==> src/hw/rtl/skt_pkg.sv <==
// ----------------------------------------------------------------------------
// skt_pkg
// Shared types and codes for the sorted key table.
// ----------------------------------------------------------------------------
package skt_pkg;

  localparam int KEY_W   = 32;
  localparam int OP_W    = 2;
  localparam int STAT_W  = 2;
  localparam int COUNT_W = 8;

  localparam logic [KEY_W-1:0] KEY_BIAS = 32'h8000_0000;

  typedef enum logic [OP_W-1:0] {
    OP_INSERT = 2'd0,
    OP_DELETE = 2'd1,
    OP_LOOKUP = 2'd2
  } op_t;

  typedef enum logic [STAT_W-1:0] {
    ST_DONE   = 2'd0,
    ST_FULL   = 2'd1,
    ST_ABSENT = 2'd2
  } status_t;

  typedef enum logic [2:0] {
    S_IDLE,
    S_FWD,
    S_DEL,
    S_INS,
    S_PUT,
    S_RESP
  } state_t;

  typedef struct packed {
    status_t              status;
    logic                 found;
    logic [COUNT_W-1:0]   count;
  } res_t;

endpackage

==> src/hw/rtl/skt_store.sv <==
// ----------------------------------------------------------------------------
// skt_store
// Key memory: one write port, one read port, registered read data.
// ----------------------------------------------------------------------------
module skt_store
  import skt_pkg::*;
#(
  parameter int DEPTH = 128,
  localparam int AW = $clog2(DEPTH)
) (
  input  logic             clk,
  input  logic             we,
  input  logic [AW-1:0]    waddr,
  input  logic [KEY_W-1:0] wdata,
  input  logic [AW-1:0]    raddr,
  output logic [KEY_W-1:0] rdata
);

  logic [KEY_W-1:0] mem [DEPTH];

  always_ff @(posedge clk) begin
    if (we) begin
      mem[waddr] <= wdata;
    end
  end

  always_ff @(posedge clk) begin
    rdata <= mem[raddr];
  end

endmodule

==> config.mk <==
export PLATFORM = sky130hd
export DESIGN_NAME = skt_store
export DESIGN_NICKNAME = d
export VERILOG_FILES = /design/src/hw/rtl/skt_pkg.sv /design/src/hw/rtl/skt_store.sv
export SDC_FILE = /design/constraint.sdc
export NUM_CORES = 2
export LEC_CHECK = 0
export ABC_CLOCK_PERIOD_IN_PS = 7600
export BUFFER_PORTS_ARGS = -buffer_cell sky130_fd_sc_hd__buf_2
export CORE_MARGIN = 2
export CORE_UTILIZATION = 30
export DETAILED_ROUTE_END_ITERATION = 8
export GPL_TIMING_DRIVEN = 0
export SETUP_SLACK_MARGIN = 0.2
export SLEW_MARGIN = 20
export SYNTH_ARGS = -nofsm -noshare
export SYNTH_HDL_FRONTEND = slang
export SYNTH_SLANG_ARGS = --single-unit
==> constraint.sdc <==
create_clock -name clk -period 7.6 [get_ports clk]
set_input_delay 0 -clock clk [delete_from_list [all_inputs] [get_ports clk]]
set_output_delay 0 -clock clk [all_outputs]
set_load 0.02 [all_outputs]
Yosys cells after proc, flatten, opt, wreduce, memory -nomap -nowiden:

Memory sizes are Yosys's and may differ from the RTL's. A register that Yosys moved wholly into a read port is not among the register bits.
Cells that the tools add are included.

* mux-type cells: 2

Operators by type and width (count)
* $mux 1: 2

* bits in registers: 0
* memory bits (writable): 4096
* input bits: 48
* word-level logic and storage cells: 3
* memories: 1

Memories
* mem: depth 128, bits a word 32, rd ports 1, clocked after Yosys merged registers in 1, write ports 1, RTL line skt_store.sv:19 `logic [KEY_W-1:0] mem [DEPTH];`

Logic depth before layout (Yosys ltp):

* depth after elaboration: 2
* mapped depth: 8
* mapped depth without buffers: 4

Worst setup path after synthesis:

No wires, ideal clock.

* kind: in2reg
* start point: in we
* end point: mem mem[98][0] (enable)
* setup time: 0.461 ns
* arrival: 2.778 ns
* required time: 7.139 ns
* setup slack: 4.361 ns
* stages: 3
* path buffers: 1
* path through: clkbuf_1 > nand4_1 > nor3_1

* cells in the longest elaborated chain, start to end: 2

Ends and longest elaborated chain
* start: declaration: RTL line skt_store.sv:12 `input logic we,`
* $mux 1: RTL line skt_store.sv:22 `if (we) begin`
* $mux 1 (not written as such): RTL line skt_store.sv:23 `mem[waddr] <= wdata;`
* end: declaration: RTL line skt_store.sv:19

Every way passes these cells.

==> results.yml <==
clocking:
  clk_pin_slew_ns: 0.06
  htreeDepth: 5
  root_buffer: "clkbuf_16"
  cts_setup_buffers: 0
  cts_tree: "yes"
  cts_sinks: 4128
  numCtsBuffers: 410
  clock_latency_ns: 0.97
  clockBufferDepth: 4
floorplanning:
  die_w_microns: 726
  pin_count: 80
  die_area_sq_mm: 0.527
  initial_utilization_pct: 30.1
  row_count: 265
  chipHeight_microns: 726
  core_sq_mm: 0.520
timing:
  rsz0062_at_grt: "false"
  period_minus_slack_ns: 3.77
  hold_slack_ns: 0.0537
  fin_crit_sh_pct: 49.7
  fin_skew_ns: 0.0334
  worst_slew_pin_slew_ns: 1.19
  max_freq_mhz: 265
  slew_headroom_pct: 20.6
  hold_viol: 0
  maxSlewViolCount: 0
  final.setup.worst_slack_ns: 3.83
  tns_ns: 0
  setup_viol: 0
hold_path:
  worstHoldPathCells: 2
  min_from: "wdata[28]"
  hold_class: "primary input to register"
  min_to: "mem[76][28]"
synthesis:
  netlist.area_leader.share_pct: 78.7
  synth_cell_types: 17
  synth_area_leaders: "edfxtp_1 (79%), mux4_2 (19%), clkbuf_1 (0.44%)"
  yosysSeqAreaShare_pct: 79.1
  syn_inst: 5990
  syn-num-nets: 6038
  yosys.area.top_type: "edfxtp_1"
  synth_seq_cells: 4128
  syn-cell-area_sq_mm: 0.156
  synth_area_per_cell_sq_um: 26.1
  yosys_warnings: 0
global_routing:
  grt.total_usage_pct: 15.7
  grt_pass1_vias: 72100
  grt_max_degree: 97
  grt_pass1_wl_microns: 584000
  grt_overflow: 0
  antenna_found_initial: 100
critical_path:
  critPathKind: "primary input to register"
  crit_fanout: 10
  worstReg2RegStart: "mem[61][16]"
  end_kind: "register"
  required_ns: 8.38
  rrSetupSlack_ns: 4.73
  start_kind: "primary input"
  r2r_end: "rdata[16]"
  crit_arrival_ns: 4.55
  reg2reg_depth: 4
layout:
  drive_above_1_share_pct: 35.4
  layout_commonest_cell: "edfxtp_1"
  final_util_pct: 35.7
  fin_nets: 6795
  mostFrequentLayoutCells: "edfxtp_1 (4096), mux4_2 (1344), clkbuf_16 (421)"
  n_fill_cell: 46900
  syn_to_final_growth_pct: 18.6
outcome:
  status: "completed"
drt:
  vias: 72300
  vias_per_cell: 5.11
  drt_pass1_iterations: 5
  postRouteAntennaNets: 0
  wire_per_inst_microns: 30.1
  wl_microns: 426000
  drc_errors: 0
  drt_iter0_markers: 10400
placement:
  placement.setup.worst_slack_ns: 2.80
  dp_hpwl_microns: 297000
  numPortBuffers: 68
  gp_congestion: 0.830
pwr:
  peakVddDrop_mv: 0.177
  power_leakage_nw: 55.8
  p_per_area_mw_per_mm2: 258
  total_power_mw: 47.7
flow_run:
  cap_violations: 0
## flip-flops by register name, summed over array words and instances (netlist names)
register	cells
mem	4096
rdata	32
## power breakdown
group	total, mW	internal, mW	switching, mW
clock network	19.8	11.3	8.52
logic	2.79	0.997	1.80
registers	25.2	25.1	0.0364
total	47.7	37.4	10.4
## through the flow
step	cell area, sq um	cells
after global routing	185000	14100
after detailed placement	172000	13200
after CTS	185000	14000
after global placement	165000	13000
final	185000	14200
after floorplan	156000	5990
## cell usage after synthesis
master	number
buf_1	50
buf_2	79
buf_4	3
buf_6	2
clkbuf_1	182
dfxtp_1	32
edfxtp_1	4096
mux2_2	32
mux4_2	1344
nand2_1	14
nand2b_1	2
nand3_1	12
nand4_1	3
nor2_1	122
nor2b_1	7
nor3_1	9
or3_1	1
## cells by family (layout without fill, tap and decap cells)
logic type             count (synthesis)  count (layout)  synth area share, %
AND/OR/NAND/NOR                      170             170                0.446
buffers and inverters                316            1413                0.839
other                                  0             125                    0
multiplexers                        1376            1376                 19.6
flip-flops                          4128            4128                 79.1
## critical path, stage by stage
cell and delay, ns:
clkbuf_1 0.27, buf_2 0.51, clkbuf_2 0.56, buf_16 0.24, clkbuf_1 0.85, mux4_2 0.44, mux4_2 0.62, mux4_2 0.58
mux2_2 0.44
## repair_timing
action | 4_1_cts | 5_1_grt
hold endpoints to repair | 4343 | 0
resized for setup | 0 | 0
hold buffers | 37 | 0
## final cells by class
type	instances	area, sq um	share of cell area (%)
Tap cell	6942	8690	4.69
Buffer	316	1380	0.743
Timing Repair Buffer	345	6050	3.26
Clock buffer	512	10900	5.87
Sequential cell	4128	124000	66.7
Clock inverter	240	2150	1.16
Multi-Input combinational cell	1546	32300	17.4
Antenna cell	125	313	0.169
## worst max path at each step
stage,start,end,slack [ns]
6_report,raddr[2],rdata[2],3.83
5_1_grt,raddr[2],rdata[2],3.83
4_1_cts,raddr[2],rdata[1],3.83
3_5_place_dp,raddr[2],rdata[1],2.80
3_3_place_gp,waddr[3],mem[74][12],0.48
2_1_floorplan,we,mem[98][0],4.36
## per-layer routing
metal / GRT usage, % / part of all wire, % / vias up
met5: 0 / 0.035 / -
li1: - / - / 28100
met3: 3.48 / 10 / 621
met2: 25.1 / 47 / 3966
met1: 21.4 / 39 / 39600
met4: 4.98 / 3.3 / 24
(Power assumes the default switching activity.)
