### src/hw/rtl/skt_pkg.sv
// ----------------------------------------------------------------------------
// skt_pkg
// Shared types and codes for the sorted key table.
// ----------------------------------------------------------------------------
package skt_pkg;

  localparam int KEY_W   = 32;
  localparam int OP_W    = 2;
  localparam int STAT_W  = 2;
  localparam int COUNT_W = 8;

  localparam logic [KEY_W-1:0] KEY_BIAS = 32'h8000_0000;

  typedef enum logic [OP_W-1:0] {
    OP_INSERT = 2'd0,
    OP_DELETE = 2'd1,
    OP_LOOKUP = 2'd2
  } op_t;

  typedef enum logic [STAT_W-1:0] {
    ST_DONE   = 2'd0,
    ST_FULL   = 2'd1,
    ST_ABSENT = 2'd2
  } status_t;

  typedef enum logic [2:0] {
    S_IDLE,
    S_FWD,
    S_DEL,
    S_INS,
    S_PUT,
    S_RESP
  } state_t;

  typedef struct packed {
    status_t              status;
    logic                 found;
    logic [COUNT_W-1:0]   count;
  } res_t;

endpackage

### src/hw/rtl/skt_ctrl.sv
// ----------------------------------------------------------------------------
// skt_ctrl
// Sequencer: scans the key memory, shifts entries for insert and delete,
// keeps the live count and builds one result per item.
// ----------------------------------------------------------------------------
module skt_ctrl
  import skt_pkg::*;
#(
  parameter int CAPACITY = 128,
  localparam int AW = $clog2(CAPACITY),
  localparam int CW = $clog2(CAPACITY + 1)
) (
  input  logic             clk,
  input  logic             rst,
  input  logic             s_tvalid,
  output logic             s_tready,
  input  logic [OP_W-1:0]  op,
  input  logic [KEY_W-1:0] key,
  output logic             res_valid,
  input  logic             res_ready,
  output res_t             res,
  output logic             mem_we,
  output logic [AW-1:0]    mem_waddr,
  output logic [KEY_W-1:0] mem_wdata,
  output logic [AW-1:0]    mem_raddr,
  input  logic [KEY_W-1:0] mem_rdata
);

  localparam logic [CW-1:0] CAP = CW'(CAPACITY);

  state_t           state, state_next;
  logic [CW-1:0]    cnt, cnt_next;
  logic [CW-1:0]    ptr, ptr_next;
  logic [KEY_W-1:0] key_r, key_r_next;
  logic             del_r, del_r_next;
  logic             found_r, found_r_next;
  status_t          status_r, status_r_next;

  logic [CW-1:0]    ptr_inc, ptr_dec;
  logic [CW-1:0]    wptr, rptr;

  assign ptr_inc = ptr + 1'b1;
  assign ptr_dec = ptr - 1'b1;

  always_ff @(posedge clk) begin
    if (rst) begin
      state <= S_IDLE;
      cnt   <= '0;
    end else begin
      state <= state_next;
      cnt   <= cnt_next;
    end
  end

  always_ff @(posedge clk) begin
    ptr      <= ptr_next;
    key_r    <= key_r_next;
    del_r    <= del_r_next;
    found_r  <= found_r_next;
    status_r <= status_r_next;
  end

  always_comb begin
    state_next    = state;
    cnt_next      = cnt;
    ptr_next      = ptr;
    key_r_next    = key_r;
    del_r_next    = del_r;
    found_r_next  = found_r;
    status_r_next = status_r;
    s_tready      = 1'b0;
    res_valid     = 1'b0;
    mem_we        = 1'b0;
    wptr          = ptr_inc;
    mem_wdata     = mem_rdata;
    rptr          = ptr_inc;

    case (state)
      S_IDLE: begin
        s_tready = 1'b1;
        if (s_tvalid) begin
          key_r_next    = key ^ KEY_BIAS;
          del_r_next    = 1'b0;
          found_r_next  = 1'b0;
          status_r_next = ST_DONE;
          rptr          = '0;
          ptr_next      = '0;
          case (op)
            OP_INSERT: begin
              if (cnt == CAP) begin
                status_r_next = ST_FULL;
                state_next    = S_FWD;
              end else if (cnt == '0) begin
                mem_we     = 1'b1;
                wptr       = '0;
                mem_wdata  = key ^ KEY_BIAS;
                cnt_next   = cnt + 1'b1;
                state_next = S_RESP;
              end else begin
                rptr       = cnt - 1'b1;
                ptr_next   = cnt - 1'b1;
                state_next = S_INS;
              end
            end
            OP_DELETE: begin
              del_r_next = 1'b1;
              if (cnt == '0) begin
                status_r_next = ST_ABSENT;
                state_next    = S_RESP;
              end else begin
                state_next = S_FWD;
              end
            end
            default: begin
              state_next = (cnt == '0) ? S_RESP : S_FWD;
            end
          endcase
        end
      end

      // ascending scan for the first entry not below the key
      S_FWD: begin
        if (mem_rdata < key_r) begin
          if (ptr_inc == cnt) begin
            if (del_r) begin
              status_r_next = ST_ABSENT;
            end
            state_next = S_RESP;
          end else begin
            ptr_next = ptr_inc;
          end
        end else begin
          found_r_next = (mem_rdata == key_r);
          if (mem_rdata != key_r) begin
            if (del_r) begin
              status_r_next = ST_ABSENT;
            end
            state_next = S_RESP;
          end else if (!del_r) begin
            state_next = S_RESP;
          end else if (ptr_inc == cnt) begin
            cnt_next   = cnt - 1'b1;
            state_next = S_RESP;
          end else begin
            ptr_next   = ptr_inc;
            state_next = S_DEL;
          end
        end
      end

      // close the gap: entry at ptr moves down one place
      S_DEL: begin
        mem_we = 1'b1;
        wptr   = ptr_dec;
        if (ptr_inc == cnt) begin
          cnt_next   = cnt - 1'b1;
          state_next = S_RESP;
        end else begin
          ptr_next = ptr_inc;
        end
      end

      // descending scan: larger entries move up one place
      S_INS: begin
        rptr   = ptr_dec;
        mem_we = 1'b1;
        if (mem_rdata > key_r) begin
          if (ptr == '0) begin
            state_next = S_PUT;
          end else begin
            ptr_next = ptr_dec;
          end
        end else begin
          mem_wdata    = key_r;
          found_r_next = (mem_rdata == key_r);
          cnt_next     = cnt + 1'b1;
          state_next   = S_RESP;
        end
      end

      S_PUT: begin
        mem_we     = 1'b1;
        wptr       = '0;
        mem_wdata  = key_r;
        cnt_next   = cnt + 1'b1;
        state_next = S_RESP;
      end

      S_RESP: begin
        res_valid = 1'b1;
        if (res_ready) begin
          state_next = S_IDLE;
        end
      end

      default: begin
        state_next = S_IDLE;
      end
    endcase
  end

  assign mem_waddr  = wptr[AW-1:0];
  assign mem_raddr  = rptr[AW-1:0];
  assign res.status = status_r;
  assign res.found  = found_r;
  assign res.count  = COUNT_W'(cnt);

`ifndef SYNTH
  a_cnt_bound: assert property (@(posedge clk) disable iff (rst)
    cnt <= CAP)
    else $error("live count above capacity");

  a_cnt_only_at_end: assert property (@(posedge clk) disable iff (rst)
    !$stable(cnt) |-> state == S_RESP)
    else $error("count changed outside end of item");

  a_write_in_range: assert property (@(posedge clk) disable iff (rst)
    mem_we |-> wptr < CAP)
    else $error("write beyond capacity");

  a_full_status: assert property (@(posedge clk) disable iff (rst)
    res_valid && res.status == ST_FULL |-> cnt == CAP)
    else $error("full reported while table not full");
`endif

endmodule

### config.mk
export PLATFORM = sky130hd
export DESIGN_NAME = skt_ctrl
export DESIGN_NICKNAME = d
export VERILOG_FILES = /design/src/hw/rtl/skt_pkg.sv /design/src/hw/rtl/skt_ctrl.sv
export SDC_FILE = /design/constraint.sdc
export NUM_CORES = 1
export LEC_CHECK = 0
export ABC_AREA = 1
export BUFFER_PORTS_ARGS = -buffer_cell sky130_fd_sc_hd__buf_2
export CORE_AREA = 2 2 97 123
export CTS_CLUSTER_DIAMETER = 40
export DETAILED_ROUTE_END_ITERATION = 10
export DIE_AREA = 0 0 99 125
export GPL_TIMING_DRIVEN = 1
export PLACE_DENSITY_LB_ADDON = 0.15
export SLEW_MARGIN = 30
export SYNTH_ARGS = -nofsm -noshare
export SYNTH_HDL_FRONTEND = slang
export SYNTH_SLANG_ARGS = --single-unit
export TNS_END_PERCENT = 1
### constraint.sdc
create_clock -name clk -period 4.8 [get_ports clk]
set_input_delay 0.72 -clock clk [delete_from_list [all_inputs] [get_ports clk]]
set_output_delay 0.72 -clock clk [all_outputs]
set_load 0.01 [all_outputs]
* After elaboration in Yosys (flattened, before gate mapping)
Cells that the tools add are included.
** Word-level totals
- Flip-flop bits (word level) :: 55
- Input bits :: 70
- Logic and storage cells :: 124
- Output and inout port bits :: 60
** Operators by class
- $lt $le $gt $ge :: 2
- Bitwise operators :: 1
- Eq/ne operators :: 26
- Add/subtract/negate cells :: 4
- Multiplexer cells :: 69
- Reduce and logical (&&, ||, !) cells :: 15
** Operator list (count)
- two-way mux 32 bit :: 5
- two-way mux 8 bit :: 19
- one-hot mux 32 bit (3 select lines) :: 1
- one-hot mux 8 bit (5 select lines) :: 1
- two-way mux 3 bit :: 13
- two-way mux 7 bit :: 5
- == test 32 bit :: 1
- > comparator 32 bit :: 1
- < comparator 32 bit :: 1
- inequality test 32 bit :: 1
- one-hot mux 8 bit (4 select lines) :: 1
- one-hot mux 7 bit (3 select lines) :: 1
- inequality test 2 bit (second input constant) :: 10
- one-hot mux 3 bit (6 select lines) :: 1
- adder 8 x 1 -> 8 bit (second input constant) :: 2
- zero test 8 bit :: 2
- subtractor 8 x 1 -> 8 bit (second input constant) :: 2
- inequality test 3 bit (second input constant) :: 5
- one-hot mux 7 bit (2 select lines) :: 1
- two-way mux 2 bit :: 6
- two-way mux 1 bit :: 11
- AND reduction 9 bit :: 1
- == test 8 bit :: 1
- == test 8 bit (second input constant) :: 1
- other kinds (20) :: 24

* Longest topological paths before layout
Gate-level depths: netlist of run 1.
- Depth after elaboration :: 7
- Gate-level depth with buffers :: 21
- Depth with buffers taken out :: 20

* Least setup slack after synthesis of run 1
Ideal clock, no wire load.
- Kind :: input to output
- Start point :: in mem_rdata[31]
- End point :: out mem_wdata[13]
- Setup slack :: 1643 ps
- Arrival :: 2437 ps
- Path buffers :: 1
- Stages on the path :: 14
- Data required time :: 4080 ps
- Path through :: ha_1 -> nand2_1 -> nor3_2 -> nand3_1 -> inv_1 -> nand2_1 -> nand2_2 -> nand2_1 -> nor2_4 -> inv_2 -> nand2_2 -> buf_6 -> nand2_1 -> a31oi_1
** Between the ends
- Cells in the longest elaborated chain, start to end :: 3
** Ends and longest elaborated chain
- start: declaration :: line skt_ctrl.sv:26 : input logic [KEY_W-1:0] mem_rdata
- > comparator 32 bit :: line skt_ctrl.sv:167 : if (mem_rdata > key_r) begin
- two-way mux 32 bit :: line skt_ctrl.sv:167
- one-hot mux 32 bit (3 select lines) :: line skt_ctrl.sv:78 : case (state)
- end: declaration :: line skt_ctrl.sv:24 : output logic [KEY_W-1:0] mem_wdata,
Every way passes these cells.

* Worst setup path after layout of run 1
- Start point :: reg state[1]
- End point :: out mem_wdata[3]
** Between the ends
- Cells in the longest elaborated chain, start to end :: 2
- Elaborated cells between the ends (all ways) :: 4
- Those cells by class :: eq/ne (2); mux (1); reduce/logical (1)
** Ends and longest elaborated chain
- start: declaration :: line skt_ctrl.sv:31 : state_t state, state_next;
- start signal: assignment :: line skt_ctrl.sv:50 : state <= state_next;
- == test 3 bit, or another cell as far along :: line skt_ctrl.sv:78
- one-hot mux 32 bit (3 select lines) (*) :: line skt_ctrl.sv:78
Every way passes the cells marked *; elsewhere a longest branch is shown, timed or not.

==> results of run 1 <==
-- synthesized netlist by cell type (all sizes together) (5+ instances only) --
master | n | area (sq um)
dfxtp | 11 | 220
a21oi | 44 | 224
a31oi | 11 | 68.8
nand3 | 38 | 213
clkbuf | 6 | 22.5
buf | 12 | 73.8
nor2 | 88 | 425
nand4 | 5 | 31.3
inv | 100 | 378
nor3 | 7 | 56.3
xor2 | 11 | 96.3
edfxtp | 44 | 1320
o21ai | 50 | 250
o221ai | 24 | 210
nand2 | 187 | 714
ha | 37 | 463
a22oi | 7 | 52.6
-- per-stage QoR --
step | worst slack (ps) | hold slack, ps
global placement | 996 | 591
finish | 831 | 609
global route | 469 | 602
CTS | 820 | 602
detailed placement | 968 | 604
floorplan | 1640 | 588
-- registers in the layout, indices dropped and copies added, names as in the netlist --
signal / flops
key_r: 32
cnt: 8
ptr: 8
state: 3
status_r: 2
del_r: 1
found_r: 1
-- cell usage in the layout (no fill, tap or decap), types with 3 or more instances in the layout --
cell type and instances:
a21oi_1 43, a22oi_1 7, a31oi_1 11, buf_2 129
buf_4 5, clkbuf_16 6, dfxtp_1 11, edfxtp_1 44
ha_1 37, inv_1 85, inv_2 14, nand2_1 182
nand2_2 5, nand3_1 35, nand4_1 5, nor2_1 75
nor2_2 4, nor2_4 7, nor3_1 4, o211ai_1 3
o21ai_0 36, o21ai_1 14, o221ai_1 24, xor2_1 11
-- how the worst max path moves through the flow --
stage | start | endpoint | slack, ps | cells after the start
floorplan | mem_rdata[31] | mem_wdata[13] | 1640 | 14
global placement | mem_rdata[27] | mem_wdata[2] | 1000 | 15
detailed placement | mem_rdata[15] | mem_wdata[31] | 970 | 14
CTS | state[1]$_SDFFE_PP0P_ | mem_wdata[3] | 820 | 12
global route | state[1]$_SDFFE_PP0P_ | mem_wdata[4] | 470 | 12
finish | state[1]$_SDFFE_PP0P_ | mem_wdata[3] | 830 | 12
-- logic make-up (layout without fill, tap and decap cells) --
logic type / after synthesis / count (layout)
xor gates and xnor gates: 12 / 12
DFF: 55 / 55
and+or+nand+nor: 331 / 331
adders and majority gates: 37 / 37
buffers and inverters: 118 / 242
AOI/OAI and AO/OA: 144 / 144
-- cell type report --
cell class	count	area, sq um
clock buffer	6	150
clock inverter	2	13.8
fill	1120	5430
inverter	100	378
multi-input combinational	524	2910
sequential	55	1540
tap	138	173
timing repair buffer	134	683
-- critical path, delay by kind of cell, from the launching register on --
family                 cells  cell delay, ps
buffers and inverters      5            1020
and+or+nand+nor            6            1400
AOI/OAI and AO/OA          1             110
DFF                        1             390
-- power by group through the flow --
stage               logic, mW  registers (mW)  clock network, mW
CTS                      2.58           0.845              0.418
finish                   2.58           0.845              0.405
global placement         2.54           0.851                  0
global route             2.87           0.866              0.431
floorplan                1.76           0.814                  0
detailed placement       2.57           0.855                  0
-- layer usage --
layer  wire [um]  vias to the layer above  track usage  part of all wire
met5           0                        -            0                 0
met4         376                        0       0.0790             0.024
met3        1090                       30       0.0324             0.071
met2        7760                      220        0.451              0.50
met1        6160                     2370        0.290              0.40
li1            -                     2588            -                 -
==> reports/results.tsv, run 1 <==
stage	metric	value	unit
critical_path	worst r2r src	ptr[0]$_DFFE_PP_	
timing	fin crit share	0.827	
critical_path	Crit path top cell by count	nand2_1	
power	Sequential Power Share	0.221	
place	PortBufs	129	
clocking	postcts setup bufs	0	
critical_path	slowest CP cell	nand2_1	
timing	RSZ-0062 raised after global routing	no	
place	DP HPWL	12000	um
critical_path	R2R Path End	status_r[0]$_SDFFCE_PP0P_	
power	Switching Power	2.01	mW
power	Leakage	2.83	nW
timing	Sum Neg Setup Slack	0	ps
synth	Synth Area in XOR/XNOR	0.0213	
hold_path	Hold Path Stages	1	
synth	cell count after synthesis	697	
finish	synth-to-layout area growth	18.7	%
synth	Compound-Gate Fraction of Synth Area	0.176	
hold_path	Hold Path Class	primary input to flop	
drt	initial DRC count	253	
finish	Final Instance Area	5850	sq um
drt	routed via count	5208	
timing	Fin. Hold Viols	0	
critical_path	Critical Path RT	4080	ps
finish	# diodes	0	
place	DP Cell Count	951	
global_route	vias in the first global route	5040	
synth	Syn. warnings	0	
synth	Avg Inst Size Synth	7.07	sq um
clocking	CTS tree	yes	
timing	post-layout min period	3970	ps
place	Final Wtd Congestion	0.937	
synth	mapped cell area	4930	sq um
drt	DRT Pass-1 Iters	5	
die	Core Box Area	11300	sq um
global_route	total track usage	0.245	
critical_path	Max stage delay on crit path	460	ps
clocking	CTS clk-pin slew, worst paths	80	ps
finish	Post-Layout Cell Count	959	
drt	Avg WL per Cell	16.1	um
critical_path	CP startpoint kind	flop	
die	die width	99	um
synth	Synth Flop Type	edfxtp_1	
critical_path	Setup CP Type	flop to primary output	
drt	DRC	0	
synth	Synth Area in Simple Gates	0.300	
clocking	CTS max path bufs	2	
power	Pwr per Cell Area	654	nW/um^2
die	die area	12400	sq um
global_route	largest net degree at the start of global routing	36	
global_route	total gr overflow	0	
timing	worst-margin pin slew	810	ps
hold_path	Hold Crit Start	key[21]	
clocking	CTS Buf Count	5	
synth	Synth cell types	42	
place	placed cell area	5690	sq um
synth	Syn Nets	804	
timing	max-slew violations	0	
synth	largest family of logic cells by synthesized area	simple AND/OR/NAND/NOR gates	
synth	number of synthesized flops with an enable pin	44	
die	Die Y	125	um
drt	DRT antenna net count	0	
run	Max Cap Viol	0	
clocking	CTS H-tree depth	2	
finish	fin util	0.519	
critical_path	crit-path cells	nor2_2, inv_2, nor2_4, inv_2, nand2_1, nor2_1, buf_4, inv_1, nand2_1, nand2_1, o221ai_1, buf_2	
power	Final Power	3.83	mW
die	row count	44	
outcome	outcome	completed	
die	Initial Util	0.437	
synth	FFs w/ async S/R, synth	0	
clocking	CTS Sinks	55	
drt	WL final	15400	um
clocking	clock latency on the worst-skew pair	300	ps
power	Worst VDD drop	0.325	mV
power	switching fraction of total power	0.526	
synth	#FFs+latches synth	55	
synth	sequential-to-total area share from yosys stat	0.313	
critical_path	Critical Path AT	3250	ps
timing	Slew HR	0.459	
critical_path	R2R setup slack	1910	ps
timing	Final Setup Violations	0	
synth	mux contribution to synthesized area	0	
synth	Post-Synth Adder-Cell Area	0.0939	
clocking	post-cts repair resize count	0	
global_route	global-route wire length before repair	24500	um
finish	layout cell share with drive strength beyond 1	0.224	
timing	clk_skew	11.6	ps
clocking	Root Buffer	clkbuf_16	
critical_path	worst-path fanout max	20	
power	Power Internal	1.82	mW
timing	Max Clk Rate	252	MHz
clocking	hold bufs inserted after CTS	0	
hold_path	Min-Delay Endpoint	key_r[21]$_DFFE_PP_	
critical_path	Setup crit end kind	primary output	
global_route	initial antenna violation count	0	
drt	vias per cell	5.43	
power	Combinational Power Share	0.674	
die	num ports	130	
finish	NumNets Final	927	
critical_path	FF-to-FF path depth	13	
power	clock share of power	0.106	
Note: power is estimated with default switching activity, not from simulation.
==> run 2: changes to the inputs <==
Clock period 4.8 ns to 3.2 ns, I/O delays scaled along.
==> run 2 against run 1 <==
Against the previous run: non-clock buffer count is 16 higher; flip-flop and latch count unchanged; clock-buffer cell count up 2; via count is 3.5% higher; clock skew down 7.2 ps; worst hold slack lost 240 ps; wire length grew 4.6%; sequential share of layout area fell by 1.6 points; combinational power up 65%; critical path type unchanged; critical endpoint is now mem_wdata[2].
==> reports/results.tsv, run 2 (same netlist as run 1, synthesis figures left out) <==
stage	metric	value	unit
place	Final Wtd Congestion	0.908	
die	Initial Util	0.437	
timing	post-route setup slack	105	ps
hold_path	Hold Path Class	primary input to flop	
die	die width	99	um
drt	routed via count	5392	
timing	clk_skew	4.42	ps
finish	NumNets Final	943	
place	DP HPWL	12400	um
critical_path	CP startpoint kind	flop	
clocking	hold bufs inserted after CTS	0	
critical_path	worst r2r src	ptr[0]$_DFFE_PP_	
timing	Fin. Hold Viols	0	
finish	most flop-heavy register	key_r	
die	num ports	130	
timing	fin crit share	0.967	
power	Pwr per Cell Area	985	nW/um^2
timing	worst-margin pin slew	632	ps
power	Worst VDD drop	0.498	mV
power	Switching Power	3.18	mW
finish	Largest regs	key_r: 32 flops, cnt: 8 flops, ptr: 8 flops	
global_route	total gr overflow	0	
finish	layout cell share with drive strength beyond 1	0.277	
place	Setup WS pre-CTS	-53.1	ps
power	Final Power	6.15	mW
clocking	CTS clk-pin slew, worst paths	80	ps
clocking	Root Buffer	clkbuf_16	
critical_path	Crit. Startpoint	key_r[25]$_DFFE_PP_	
critical_path	Setup crit end kind	primary output	
power	switching fraction of total power	0.517	
die	Core Box Area	11300	sq um
timing	Final Setup Violations	0	
drt	initial DRC count	197	
critical_path	Critical Path AT	2620	ps
hold_path	Hold Crit Start	key[21]	
place	placed cell area	5780	sq um
timing	Max Clk Rate	323	MHz
power	Combinational Power Share	0.690	
global_route	vias in the first global route	5214	
die	Die Y	125	um
drt	WL final	16100	um
power	Leakage	2.96	nW
finish	# diodes	0	
power	Sequential Power Share	0.202	
finish	number of flip-flops in the largest register	32	
clocking	CTS Sinks	55	
drt	DRT Pass-1 Iters	5	
place	PortBufs	129	
global_route	largest net degree at the start of global routing	36	
clocking	CTS tree	yes	
critical_path	worst-path fanout max	13	
outcome	outcome	completed	
drt	Avg WL per Cell	16.5	um
drt	vias per cell	5.53	
clocking	CTS max path bufs	2	
critical_path	Setup CP Type	flop to primary output	
timing	Slew HR	0.577	
global_route	global-route wire length before repair	25200	um
finish	synth-to-layout area growth	26.8	%
global_route	total track usage	0.251	
finish	fin util	0.554	
timing	max-slew violations	0	
drt	DRC	0	
power	Power Internal	2.98	mW
clocking	CTS H-tree depth	2	
finish	fillers	1127	
timing	RSZ-0062 raised after global routing	yes	
run	Max Cap Viol	0	
die	die area	12400	sq um
drt	DRT antenna net count	0	
clocking	clock latency on the worst-skew pair	300	ps
global_route	initial antenna violation count	0	
finish	commonest non-fill, non-tap cell in the layout	nand2_1	
finish	Final Instance Area	6250	sq um
finish	most frequent cells in the layout	nand2_1 (175), buf_2 (129), inv_1 (82), nor2_1 (73), edfxtp_1 (44)	
timing	post-layout min period	3100	ps
critical_path	Critical Path RT	2720	ps
die	row count	44	
timing	Hold WS	366	ps
clocking	CTS Buf Count	5	
power	clock share of power	0.108	
[run 2: changes by cell type in the layout (fill, tap and decap cells not counted), sizes merged]
cell      previous run  this run
buf                134       149
inv                100        99
clkbuf               6         9
clkinvlp             0         1
clkinv               2         0
[run 2: power groups by stage]
stage	Clock [mW]	Sequential [mW]	Combinational, mW
after CTS	0.682	1.24	4.08
after detailed placement	0	1.25	3.98
after global placement	0	1.24	3.94
after floorplan	0	1.22	2.64
after global routing	0.700	1.27	4.67
final	0.665	1.24	4.25
[run 2: layout make-up]
type | count | area, sq um | area share
multi-input combinational | 524 | 3120 | 0.499
sequential | 55 | 1540 | 0.247
timing repair buffer | 150 | 846 | 0.135
inverter | 100 | 384 | 0.0615
clock buffer | 8 | 183 | 0.0292
tap | 138 | 173 | 0.0276
[run 2: per-stage QoR]
step	TNS [ps]	cells
final	0	975
after global routing	-273	975
after CTS	-2.34	971
after detailed placement	-212	961
after global placement	-97.2	961
after floorplan	0	697
[run 2: timing repair]
action	4_1_cts	5_1_grt
endpoints found under the setup margin	31	38
pin swaps	4	7
cloned	0	1
setup buffers	2	3
resized for setup	13	27
[run 2: layer usage]
metal	vias up	share of wire	track usage
met2	236	0.51	0.454
li1	2627	-	-
met5	-	0	0
met4	0	0.037	0.0902
met3	44	0.075	0.0330
met1	2485	0.38	0.299
[run 2: worst max-delay path: stages, from the launching register on]
cell and delay (ps):
edfxtp_1 390, inv_1 120, ha_4 210, a21oi_1 190
o21ai_0 110, nand2_1 60, nand2_1 60, a21oi_2 150
nand2_2 100, nand2_2 110, nand2_2 80, nand2_4 130
clkinvlp_4 110, buf_12 150, o211ai_1 160, buf_2 160
[run 2: path summary, 6_finish.rpt]
kind | end | slack, ps | cells after the start
setup reg to reg | status_r[0]$_SDFFCE_PP0P_ | 350 | 13
hold / removal | key_r[21]$_DFFE_PP_ | 370 | 1
hold reg to reg | cnt[1]$_SDFFE_PP0P_ | 580 | 2
setup / recovery | mem_wdata[2] | 100 | 15
